## config.mk

```make
export PLATFORM = sky130hd
export DESIGN_NAME = maxlog_soft_bit_demapper
export DESIGN_NICKNAME = d
export VERILOG_FILES = /design/src/rtl/core/msbd_pkg.sv /design/src/rtl/core/msbd_front.sv /design/src/rtl/core/msbd_fifo.sv /design/src/rtl/core/msbd_back.sv /design/src/rtl/core/maxlog_soft_bit_demapper.sv
export VERILOG_INCLUDE_DIRS = /design/src /design/src/rtl/core
export SDC_FILE = /design/constraint.sdc
export NUM_CORES = 2
export LEC_CHECK = 0
export BUFFER_PORTS_ARGS = -buffer_cell sky130_fd_sc_hd__buf_2
export CAP_MARGIN = 15
export CORE_MARGIN = 4
export CORE_UTILIZATION = 55
export CTS_CLUSTER_DIAMETER = 30
export DETAILED_ROUTE_END_ITERATION = 16
export PLACE_DENSITY = 0.68
export SETUP_SLACK_MARGIN = 0.2
export SLEW_MARGIN = 5
export SYNTH_ARGS = -nofsm -noshare
export SYNTH_HDL_FRONTEND = slang
export SYNTH_SLANG_ARGS = --single-unit
```

## constraint.sdc

```tcl
create_clock -name aclk -period 46.1 [get_ports aclk]
set_input_delay 9.22 -clock aclk [delete_from_list [all_inputs] [get_ports aclk]]
set_output_delay 9.22 -clock aclk [all_outputs]
set_load 0.005 [all_outputs]
```

## src/rtl/core/assert_macros.svh

```systemverilog
// assert_macros.svh: concurrent assertion helpers for the demapper RTL.
// No dependencies; included by files that carry assertions.
`ifndef ASSERT_MACROS_SVH
`define ASSERT_MACROS_SVH

// Generic clocked assertion with active-low synchronous reset.
`define ASSERT_SYNC(label, clk, rst_n, prop, msg) \
    label: assert property (@(posedge clk) disable iff (!rst_n) prop) else $error(msg);

// Shorthand for the aclk / aresetn domain.
`define ASSERT_ACLK(label, prop, msg) `ASSERT_SYNC(label, aclk, aresetn, prop, msg)

`endif

```

## src/rtl/core/msbd_pkg.sv

```systemverilog
// msbd_pkg: shared constants, register codes and structs of the max-log demapper.
// No dependencies.
package msbd_pkg;

    localparam int LLR_W      = 16;  // signed Q8.8 LLR
    localparam int CLIP_W     = 15;
    localparam int SCALE_W    = 16;  // unsigned Q8.8
    localparam int VAR_W      = 16;  // unsigned Q8.8
    localparam int QUO_W      = CLIP_W;  // quotient bits kept before saturation
    localparam int CFG_DATA_W = 16;
    localparam int CFG_IDX_W  = 3;
    localparam int Q_DEPTH    = 2;   // symbols buffered between front and back

    localparam logic [SCALE_W-1:0] LLR_SCALE_RST      = 16'd1536;  // 6.0
    localparam logic [SCALE_W-1:0] ADAPTIVE_SCALE_RST = 16'd256;   // 1.0
    localparam logic [VAR_W-1:0]   NOISE_VAR_RST      = 16'd256;   // 1.0
    localparam logic [CLIP_W-1:0]  LLR_CLIP_RST       = 15'd2048;  // 8.0
    localparam logic [VAR_W-1:0]   VAR_FLOOR          = 16'd128;   // 0.5
    localparam logic [VAR_W-1:0]   UNIT_DIVISOR       = 16'd256;   // 1.0

    typedef enum logic [CFG_IDX_W-1:0] {
        REG_LLR_SCALE      = 3'd0,
        REG_ADAPTIVE_SCALE = 3'd1,
        REG_USE_ADAPTIVE   = 3'd2,
        REG_USE_VARIANCE   = 3'd3,
        REG_NOISE_VARIANCE = 3'd4,
        REG_LLR_CLIP       = 3'd5
    } msbd_reg_idx_t;

    // Resolved settings handed to the back end.
    typedef struct packed {
        logic [SCALE_W-1:0] scale;
        logic [VAR_W-1:0]   divisor;
        logic [CLIP_W-1:0]  clip;
    } msbd_cfg_t;

    typedef struct packed {
        logic full;
        logic empty;
    } msbd_q_status_t;

endpackage

```

## src/rtl/core/msbd_front.sv

```systemverilog
// msbd_front: accepts metric beats, Gray-decodes the index and tracks per-bit maxima.
// On the last beat pushes the updated maxima into the queue. Depends on msbd_pkg.
module msbd_front #(
    parameter int BPS = 4,
    parameter int MW  = 16
) (
    input  logic                     aclk,
    input  logic                     aresetn,
    input  logic                     in_valid,
    output logic                     in_ready,
    input  logic [BPS-1:0]           in_index,
    input  logic signed [MW-1:0]     in_metric,
    input  logic                     in_last,
    input  msbd_pkg::msbd_q_status_t q_status,
    output logic                     q_push,
    output logic [2*BPS*MW-1:0]      q_data
);
    import msbd_pkg::*;

    localparam logic signed [MW-1:0] FLOOR = {1'b1, {(MW-1){1'b0}}};

    logic signed [MW-1:0] best0_reg [BPS];
    logic signed [MW-1:0] best1_reg [BPS];
    logic signed [MW-1:0] best0_next [BPS];
    logic signed [MW-1:0] best1_next [BPS];
    logic signed [MW-1:0] upd0 [BPS];
    logic signed [MW-1:0] upd1 [BPS];
    logic [BPS-1:0]       bin;
    logic                 accept;

    assign in_ready = !q_status.full;
    assign accept   = in_valid && in_ready;
    assign q_push   = accept && in_last;

    always_comb begin
        for (int k = 0; k < BPS; k++) begin
            bin[k] = ^(in_index >> k);
        end
        for (int b = 0; b < BPS; b++) begin
            // position 0 is the most significant binary bit
            upd0[b] = (!bin[BPS-1-b] && (in_metric > best0_reg[b])) ? in_metric : best0_reg[b];
            upd1[b] = (bin[BPS-1-b] && (in_metric > best1_reg[b])) ? in_metric : best1_reg[b];
            best0_next[b] = best0_reg[b];
            best1_next[b] = best1_reg[b];
            if (accept) begin
                best0_next[b] = in_last ? FLOOR : upd0[b];
                best1_next[b] = in_last ? FLOOR : upd1[b];
            end
            q_data[b*2*MW +: MW]      = upd0[b];
            q_data[b*2*MW + MW +: MW] = upd1[b];
        end
    end

    always_ff @(posedge aclk) begin
        if (!aresetn) begin
            for (int b = 0; b < BPS; b++) begin
                best0_reg[b] <= FLOOR;
                best1_reg[b] <= FLOOR;
            end
        end else begin
            best0_reg <= best0_next;
            best1_reg <= best1_next;
        end
    end

endmodule

```

## src/rtl/core/msbd_fifo.sv

```systemverilog
// msbd_fifo: short queue of per-symbol maxima between front and back end.
// Registered read data holds until the next pop. Depends on msbd_pkg.
module msbd_fifo #(
    parameter int DATA_W = 128,
    parameter int DEPTH  = 2
) (
    input  logic                     aclk,
    input  logic                     aresetn,
    input  logic                     push,
    input  logic [DATA_W-1:0]        wr_data,
    input  logic                     pop,
    output logic [DATA_W-1:0]        rd_data,
    output msbd_pkg::msbd_q_status_t status
);
    import msbd_pkg::*;

    localparam int PTR_W = (DEPTH > 1) ? $clog2(DEPTH) : 1;
    localparam int CNT_W = $clog2(DEPTH + 1);

    logic [DATA_W-1:0] mem [DEPTH];
    logic [PTR_W-1:0]  wr_ptr_reg, rd_ptr_reg;
    logic [CNT_W-1:0]  count_reg;
    logic [DATA_W-1:0] rd_data_reg;

    assign status.full  = (count_reg == CNT_W'(DEPTH));
    assign status.empty = (count_reg == '0);
    assign rd_data      = rd_data_reg;

    always_ff @(posedge aclk) begin
        if (push) begin
            mem[wr_ptr_reg] <= wr_data;
        end
        if (pop) begin
            rd_data_reg <= mem[rd_ptr_reg];
        end
    end

    always_ff @(posedge aclk) begin
        if (!aresetn) begin
            wr_ptr_reg <= '0;
            rd_ptr_reg <= '0;
            count_reg  <= '0;
        end else begin
            if (push) begin
                wr_ptr_reg <= (wr_ptr_reg == PTR_W'(DEPTH - 1)) ? '0 : wr_ptr_reg + 1'b1;
            end
            if (pop) begin
                rd_ptr_reg <= (rd_ptr_reg == PTR_W'(DEPTH - 1)) ? '0 : rd_ptr_reg + 1'b1;
            end
            case ({push, pop})
                2'b10:   count_reg <= count_reg + 1'b1;
                2'b01:   count_reg <= count_reg - 1'b1;
                default: count_reg <= count_reg;
            endcase
        end
    end

endmodule

```

## src/rtl/core/msbd_back.sv

```systemverilog
// msbd_back: per-bit LLR engine: difference, scale multiply, restoring divide by the
// configured divisor with round-half-up, clip, and the output register. Depends on msbd_pkg.
module msbd_back #(
    parameter int BPS   = 4,
    parameter int MW    = 16,
    parameter int POS_W = 2
) (
    input  logic                        aclk,
    input  logic                        aresetn,
    input  msbd_pkg::msbd_cfg_t         cfg,
    input  msbd_pkg::msbd_q_status_t    q_status,
    output logic                        q_pop,
    input  logic [2*BPS*MW-1:0]         q_data,
    output logic                        out_valid,
    input  logic                        out_ready,
    output logic [POS_W-1:0]            out_pos,
    output logic [msbd_pkg::LLR_W-1:0]  out_llr,
    output logic                        out_clipped,
    output logic                        out_final
);
    import msbd_pkg::*;

    localparam int PROD_W = MW + SCALE_W;
    localparam int WIDE_W = (PROD_W + 1 > VAR_W + QUO_W) ? PROD_W + 1 : VAR_W + QUO_W;
    localparam int ITER_W = $clog2(QUO_W);

    typedef enum logic [2:0] {
        ST_IDLE,
        ST_DIFF,
        ST_MUL,
        ST_NUM,
        ST_DIV,
        ST_EMIT
    } state_t;

    state_t             state_reg;
    logic [POS_W-1:0]   pos_reg;
    logic               neg_reg;
    logic [MW-1:0]      mag_reg;
    logic [PROD_W-1:0]  prod_reg;
    logic [WIDE_W-1:0]  rem_reg;
    logic [WIDE_W-1:0]  dsh_reg;
    logic [QUO_W-1:0]   quo_reg;
    logic               ovf_reg;
    logic [ITER_W-1:0]  iter_reg;
    logic               out_valid_reg;
    logic [POS_W-1:0]   out_pos_reg;
    logic [LLR_W-1:0]   out_llr_reg;
    logic               out_clip_reg;
    logic               out_final_reg;

    logic signed [MW-1:0] sel0, sel1;
    logic signed [MW:0]   diff, diff_neg;
    logic [MW-1:0]        mag;
    logic [PROD_W-1:0]    prod;
    logic [WIDE_W-1:0]    num, limit, trial;
    logic                 ge, over, is_last_pos, out_free, clip_hit, emit;
    logic [QUO_W-1:0]     mag_out;
    logic [LLR_W-1:0]     llr_pos;

    always_comb begin
        sel0     = q_data[int'(pos_reg)*2*MW +: MW];
        sel1     = q_data[int'(pos_reg)*2*MW + MW +: MW];
        diff     = {sel0[MW-1], sel0} - {sel1[MW-1], sel1};
        diff_neg = -diff;
        mag      = diff[MW] ? diff_neg[MW-1:0] : diff[MW-1:0];
        prod     = mag_reg * cfg.scale;
        // rounding half: divisor/2 added before the divide
        num      = WIDE_W'(prod_reg) + WIDE_W'(cfg.divisor >> 1);
        limit    = WIDE_W'(cfg.divisor) << QUO_W;
        over     = (num >= limit);
        ge       = (rem_reg >= dsh_reg);
        trial    = rem_reg - dsh_reg;
        clip_hit = ovf_reg || (quo_reg >= cfg.clip);
        mag_out  = clip_hit ? cfg.clip : quo_reg;
        llr_pos  = {1'b0, mag_out};
        is_last_pos = (pos_reg == POS_W'(BPS - 1));
        out_free = !out_valid_reg || out_ready;
        emit     = (state_reg == ST_EMIT) && out_free;
    end

    assign q_pop       = (state_reg == ST_IDLE) && !q_status.empty;
    assign out_valid   = out_valid_reg;
    assign out_pos     = out_pos_reg;
    assign out_llr     = out_llr_reg;
    assign out_clipped = out_clip_reg;
    assign out_final   = out_final_reg;

    always_ff @(posedge aclk) begin
        if (!aresetn) begin
            state_reg     <= ST_IDLE;
            out_valid_reg <= 1'b0;
        end else begin
            out_valid_reg <= emit || (out_valid_reg && !out_ready);
            unique case (state_reg)
                ST_IDLE: begin
                    if (!q_status.empty) begin
                        pos_reg   <= '0;
                        state_reg <= ST_DIFF;
                    end
                end
                ST_DIFF: begin
                    neg_reg   <= diff[MW];
                    mag_reg   <= mag;
                    state_reg <= ST_MUL;
                end
                ST_MUL: begin
                    prod_reg  <= prod;
                    state_reg <= ST_NUM;
                end
                ST_NUM: begin
                    rem_reg   <= num;
                    ovf_reg   <= over;
                    dsh_reg   <= WIDE_W'(cfg.divisor) << (QUO_W - 1);
                    quo_reg   <= '0;
                    iter_reg  <= '0;
                    // quotient too wide for QUO_W bits, so beyond any clip: skip the divide
                    state_reg <= over ? ST_EMIT : ST_DIV;
                end
                ST_DIV: begin
                    if (ge) begin
                        rem_reg <= trial;
                    end
                    quo_reg  <= {quo_reg[QUO_W-2:0], ge};
                    dsh_reg  <= dsh_reg >> 1;
                    iter_reg <= iter_reg + 1'b1;
                    if (iter_reg == ITER_W'(QUO_W - 1)) begin
                        state_reg <= ST_EMIT;
                    end
                end
                ST_EMIT: begin
                    if (out_free) begin
                        out_pos_reg   <= pos_reg;
                        out_llr_reg   <= neg_reg ? -llr_pos : llr_pos;
                        out_clip_reg  <= clip_hit;
                        out_final_reg <= is_last_pos;
                        if (is_last_pos) begin
                            state_reg <= ST_IDLE;
                        end else begin
                            pos_reg   <= pos_reg + 1'b1;
                            state_reg <= ST_DIFF;
                        end
                    end
                end
                default: state_reg <= ST_IDLE;
            endcase
        end
    end

endmodule

```

## src/rtl/core/maxlog_soft_bit_demapper.sv

```systemverilog
// maxlog_soft_bit_demapper: max-log LLR demapper, top level. Uses msbd_pkg, msbd_front,
// msbd_fifo, msbd_back and assert_macros.svh.
// Metrics enter one per beat while the queue is not full; the back end handles one symbol
// at a time, bit by bit through the 15-step serial divider, with up to two symbols queued.
// The divide is skipped when the quotient overflows, so a saturating bit leaves sooner.
// aresetn (synchronous, active low) restores register defaults and clears all maxima.
`include "assert_macros.svh"

module maxlog_soft_bit_demapper #(
    parameter int SYM_BITS     = 4,
    parameter int METRIC_WIDTH = 16,
    localparam int POS_W     = $clog2(SYM_BITS),
    localparam int S_TDATA_W = ((SYM_BITS + METRIC_WIDTH + 7) / 8) * 8,
    localparam int M_TDATA_W = ((POS_W + msbd_pkg::LLR_W + 7) / 8) * 8
) (
    input  logic                             aclk,
    input  logic                             aresetn,
    input  logic                             cfg_wr_en,
    input  logic [msbd_pkg::CFG_IDX_W-1:0]   cfg_wr_index,
    input  logic [msbd_pkg::CFG_DATA_W-1:0]  cfg_wr_data,
    input  logic                             s_tvalid,
    output logic                             s_tready,
    input  logic [S_TDATA_W-1:0]             s_tdata,   // symbol_index, metric_value, zero pad
    input  logic                             s_tlast,   // last_metric
    output logic                             m_tvalid,
    input  logic                             m_tready,
    output logic [M_TDATA_W-1:0]             m_tdata,   // bit_position, llr_value, zero pad
    output logic                             m_tuser,   // clipped
    output logic                             m_tlast    // final_bit
);
    import msbd_pkg::*;

    localparam int BPS     = SYM_BITS;
    localparam int MW      = METRIC_WIDTH;
    localparam int ENTRY_W = 2 * BPS * MW;

    logic [SCALE_W-1:0] llr_scale_reg;
    logic [SCALE_W-1:0] adaptive_scale_reg;
    logic               use_adaptive_reg;
    logic               use_variance_reg;
    logic [VAR_W-1:0]   noise_var_reg;
    logic [CLIP_W-1:0]  llr_clip_reg;
    msbd_cfg_t          cfg_reg, cfg_next;

    logic [2*SCALE_W-1:0] adapt_prod;
    logic [2*SCALE_W:0]   adapt_round;
    logic [2*SCALE_W-8:0] adapt_q;

    msbd_q_status_t       q_status;
    logic                 q_push, q_pop;
    logic [ENTRY_W-1:0]   q_wr_data, q_rd_data;
    logic [POS_W-1:0]     out_pos;
    logic [LLR_W-1:0]     out_llr;
    logic [LLR_W-1:0]     clip_ext;

    always_ff @(posedge aclk) begin
        if (!aresetn) begin
            llr_scale_reg      <= LLR_SCALE_RST;
            adaptive_scale_reg <= ADAPTIVE_SCALE_RST;
            use_adaptive_reg   <= 1'b0;
            use_variance_reg   <= 1'b1;
            noise_var_reg      <= NOISE_VAR_RST;
            llr_clip_reg       <= LLR_CLIP_RST;
        end else if (cfg_wr_en) begin
            unique case (msbd_reg_idx_t'(cfg_wr_index))
                REG_LLR_SCALE:      llr_scale_reg      <= cfg_wr_data[SCALE_W-1:0];
                REG_ADAPTIVE_SCALE: adaptive_scale_reg <= cfg_wr_data[SCALE_W-1:0];
                REG_USE_ADAPTIVE:   use_adaptive_reg   <= cfg_wr_data[0];
                REG_USE_VARIANCE:   use_variance_reg   <= cfg_wr_data[0];
                REG_NOISE_VARIANCE: noise_var_reg      <= cfg_wr_data[VAR_W-1:0];
                REG_LLR_CLIP:       llr_clip_reg       <= cfg_wr_data[CLIP_W-1:0];
                default: ;
            endcase
        end
    end

    // With adaptive on, scale is (scale * adaptive + 0.5 lsb) >> 8, saturated to 16 bits.
    always_comb begin
        adapt_prod  = llr_scale_reg * adaptive_scale_reg;
        adapt_round = {1'b0, adapt_prod} + (2*SCALE_W+1)'(128);
        adapt_q     = adapt_round[2*SCALE_W:8];
        cfg_next.scale = llr_scale_reg;
        if (use_adaptive_reg) begin
            cfg_next.scale = (|adapt_q[2*SCALE_W-8:SCALE_W]) ? '1 : adapt_q[SCALE_W-1:0];
        end
        if (use_variance_reg) begin
            cfg_next.divisor = (noise_var_reg < VAR_FLOOR) ? VAR_FLOOR : noise_var_reg;
        end else begin
            cfg_next.divisor = UNIT_DIVISOR;
        end
        cfg_next.clip = llr_clip_reg;
    end

    always_ff @(posedge aclk) begin
        cfg_reg <= cfg_next;
    end

    msbd_front #(
        .BPS (BPS),
        .MW  (MW)
    ) u_front (
        .aclk      (aclk),
        .aresetn   (aresetn),
        .in_valid  (s_tvalid),
        .in_ready  (s_tready),
        .in_index  (s_tdata[BPS-1:0]),
        .in_metric (s_tdata[BPS+MW-1:BPS]),
        .in_last   (s_tlast),
        .q_status  (q_status),
        .q_push    (q_push),
        .q_data    (q_wr_data)
    );

    msbd_fifo #(
        .DATA_W (ENTRY_W),
        .DEPTH  (Q_DEPTH)
    ) u_fifo (
        .aclk    (aclk),
        .aresetn (aresetn),
        .push    (q_push),
        .wr_data (q_wr_data),
        .pop     (q_pop),
        .rd_data (q_rd_data),
        .status  (q_status)
    );

    msbd_back #(
        .BPS   (BPS),
        .MW    (MW),
        .POS_W (POS_W)
    ) u_back (
        .aclk        (aclk),
        .aresetn     (aresetn),
        .cfg         (cfg_reg),
        .q_status    (q_status),
        .q_pop       (q_pop),
        .q_data      (q_rd_data),
        .out_valid   (m_tvalid),
        .out_ready   (m_tready),
        .out_pos     (out_pos),
        .out_llr     (out_llr),
        .out_clipped (m_tuser),
        .out_final   (m_tlast)
    );

    assign m_tdata  = M_TDATA_W'({out_llr, out_pos});
    assign clip_ext = {1'b0, cfg_reg.clip};

    `ASSERT_ACLK(a_q_no_overflow, q_push |-> !q_status.full, "symbol pushed into full queue")
    `ASSERT_ACLK(a_q_no_underflow, q_pop |-> !q_status.empty, "pop from empty queue")
    `ASSERT_ACLK(a_last_pos, m_tvalid && m_tlast |-> out_pos == POS_W'(BPS - 1), "tlast on wrong bit")
    `ASSERT_ACLK(a_clip_mag, m_tvalid && m_tuser |-> (out_llr == clip_ext || out_llr == -clip_ext), "clipped LLR not at limit")

endmodule

```

==> out/metrics.yaml <==
outcome: "finished, final reports clean"
place_congestion: 0.8829
start_kind: "primary input"
postCtsHoldBufs: 0
fin_nets: 6094
synth.distinct_cells: 72
largest_reg_flops: 256
ys_warn_count: 0
clock_latency_ps: 760
dpl_cell_area_sq_mm: 0.05624
critical_path_class: "primary input to flop"
r2r-end: "cfg_reg[43]"
final_area_sq_mm: 0.06192
netlist_instances: 5156
finalCriticalPeriod_ps: 12540
worst_hold_path.endpoint: "cfg_reg[13]"
rsz0062_at_grt: "no"
post_cts_resized: 0
report.final.slew_viol_count: 0
hold_viol: 0
pin_count: 77
fp.dieH_um: 323.3
final_cell_mix: "731 x inv_1, 605 x nand2_1, 538 x edfxtp_1"
first_pass_iters: 5
areaGrowthSynthToFinish_pct: 13.24
fp.dieArea_sq_mm: 0.1045
tightest_slew_ps: 1022
ys.flop_type: "edfxtp_1"
pwr-share-seq_pct: 30.0
cts.sinks: 786
avgViaCountPerCell: 5.616
diodes: 0
wl_mm: 127.3
hold_depth: 0
post_cts_buffers: 0
powerDensity_mw_per_mm2: 54.24
yosysSeqAreaShare_pct: 38.63
avgSynthCellArea_sq_um: 10.60
cts_tree: "built"
cts_made_buffers: 155
avgRoutedWirePerCell_um: 19.20
reg2reg_slack_ps: 38040
clock_skew_ps: 61.64
synthArstFlopShare_pct: 0
power_frac_clock_pct: 35.0
postRouteAntennaNets: 0
route.detailed.drc: 0
drive_above_1_share_pct: 12.62
grt_max_degree: 131
core-area_sq_mm: 0.09856
syn-cell-area_sq_mm: 0.05468
ir_drop_v: 0.00005316
clock.fmax_ghz: 0.07975
finalCritPeriodShare_pct: 27.20
p_comb_share_pct: 35.0
leakagePower_nw: 25.90
path_clk_slew_ps: 50
grt_use_total_pct: 25.01
relSlewSlack_pct: 31.90
drv_cap: 0
r2r_start: "llr_scale_reg[8]"
finalSetupViolCount: 0
cts_max_level: 4
tns_ps: 0
grt_pass1_wl_mm: 207.4
cp_max_fo: 21
grt-ovfl-total: 0
arrival_ps: 13210
mostFrequentLayoutCell: "inv_1"
grt_pass1_vias: 39066
place.port_buffers: 66
switching_share_pct: 34.77
cts_root_buf: "clkbuf_16"
start_util_pct: 55.48
required_ps: 46770
crit_path_end_kind: "flop"
cts.path.max_buffers: 3
reg2regPathDepth: 21
hpwl_mm: 89.84
row_count: 115
min_path_type: "flop to flop"
antenna_found_initial: 1
internal-power_w: 0.002191
switchingPower_w: 0.001168
first_iter_violations: 2348
die_w_um: 323.3
synth_edf_count: 538
routed-via-count: 37227
worstHoldStart: "llr_clip_reg[13]"
ys_seq_elements: 786
-- synth_stat cells, types with 78 or more instances --
library cell | instances | area [sq um]
inv_1 | 731 | 2744
nand2_1 | 605 | 2271
edfxtp_1 | 538 | 16160
ha_1 | 445 | 5568
fa_1 | 392 | 7848
and2_1 | 303 | 1896
dfxtp_1 | 248 | 4965
mux2_2 | 224 | 2522
clkbuf_1 | 200 | 750.7
nor2_1 | 173 | 649.4
o21ai_0 | 164 | 820.8
a21oi_1 | 163 | 815.8
xnor2_1 | 86 | 753.2
nand3_1 | 78 | 390.4
-- metal layers --
| layer | wire, um | vias to the layer above | track usage (%) | share of wire, % |
|---|---|---|---|---|
| met3 | 6483 | 253 | 3.779 | 5.1 |
| li1 | - | 17565 | - | - |
| met1 | 53740 | 18433 | 31.66 | 42 |
| met2 | 62790 | 976 | 43.82 | 49 |
| met5 | 0 | - | 0 | 0 |
| met4 | 4258 | 0 | 8.885 | 3.3 |
-- power by group through the flow --
stage	combinational, W	sequential [W]	clock [W]
2_1_floorplan	0.000911	0.000994	0
3_3_place_gp	0.00114	0.00101	0
3_5_place_dp	0.00117	0.00102	0
4_1_cts	0.00118	0.00101	0.00119
5_1_grt	0.00133	0.00102	0.00123
6_report	0.00118	0.00101	0.00118
-- kinds of logic after synthesis --
group                      synth area share (%)
AOI/OAI and AO/OA                         9.403
adders and majority gates                 24.53
xor gates and xnor gates                  2.451
other                                  0.006858
buffers and inverters                     6.581
and+or+nand+nor                           12.19
muxes                                     6.206
DFF                                       38.63
-- cell type report --
class	instances	area [sq um]
clock inverter	115	1627
timing repair buffer	111	696.9
multi-input combinational	3423	30100
clock buffer	176	4019
sequential	786	21120
inverter	731	2744
tap	1287	1610
fill	7810	36640
-- worst max-delay path, cell delays in order --
cell and delay [ps]:
buf_2 410, ha_1 340, nand3_1 170, o221ai_1 180, a21oi_1 200, o21ai_0 210, a221o_1 460, a211o_1 310
o21ai_2 530, buf_4 340, a21o_1 580, a22o_1 250
-- through the flow --
step / power (W) / hold slack, ps / utilization (%) / cells / worst slack [ps]
after CTS: 0.003381 / 347.6 / 62.79 / 6627 / 33560
after global placement: 0.002156 / 334.2 / 57.06 / 6336 / 32840
final: 0.003359 / 348.8 / 62.82 / 6629 / 33560
after detailed placement: 0.002185 / 337.0 / 57.06 / 6336 / 32840
after global routing: 0.003576 / 350.9 / 62.82 / 6629 / 33470
after floorplan: 0.001905 / 330.6 / - / 5161 / 29870
-- worst max path at each step --
| stage | start | endpoint | slack (ps) | depth (start not counted) |
|---|---|---|---|---|
| global placement | s_tdata[6] | u_front.best0_reg[9] | 32840 | 12 |
| finish | s_tdata[6] | u_front.best0_reg[9] | 33560 | 12 |
| detailed placement | s_tdata[6] | u_front.best0_reg[9] | 32840 | 12 |
| global route | s_tdata[6] | u_front.best0_reg[9] | 33470 | 12 |
| floorplan | aresetn | u_back.rem_reg[0] | 29870 | 3 |
| CTS | s_tdata[6] | u_front.best0_reg[9] | 33560 | 12 |
(Power assumes the default switching activity.)
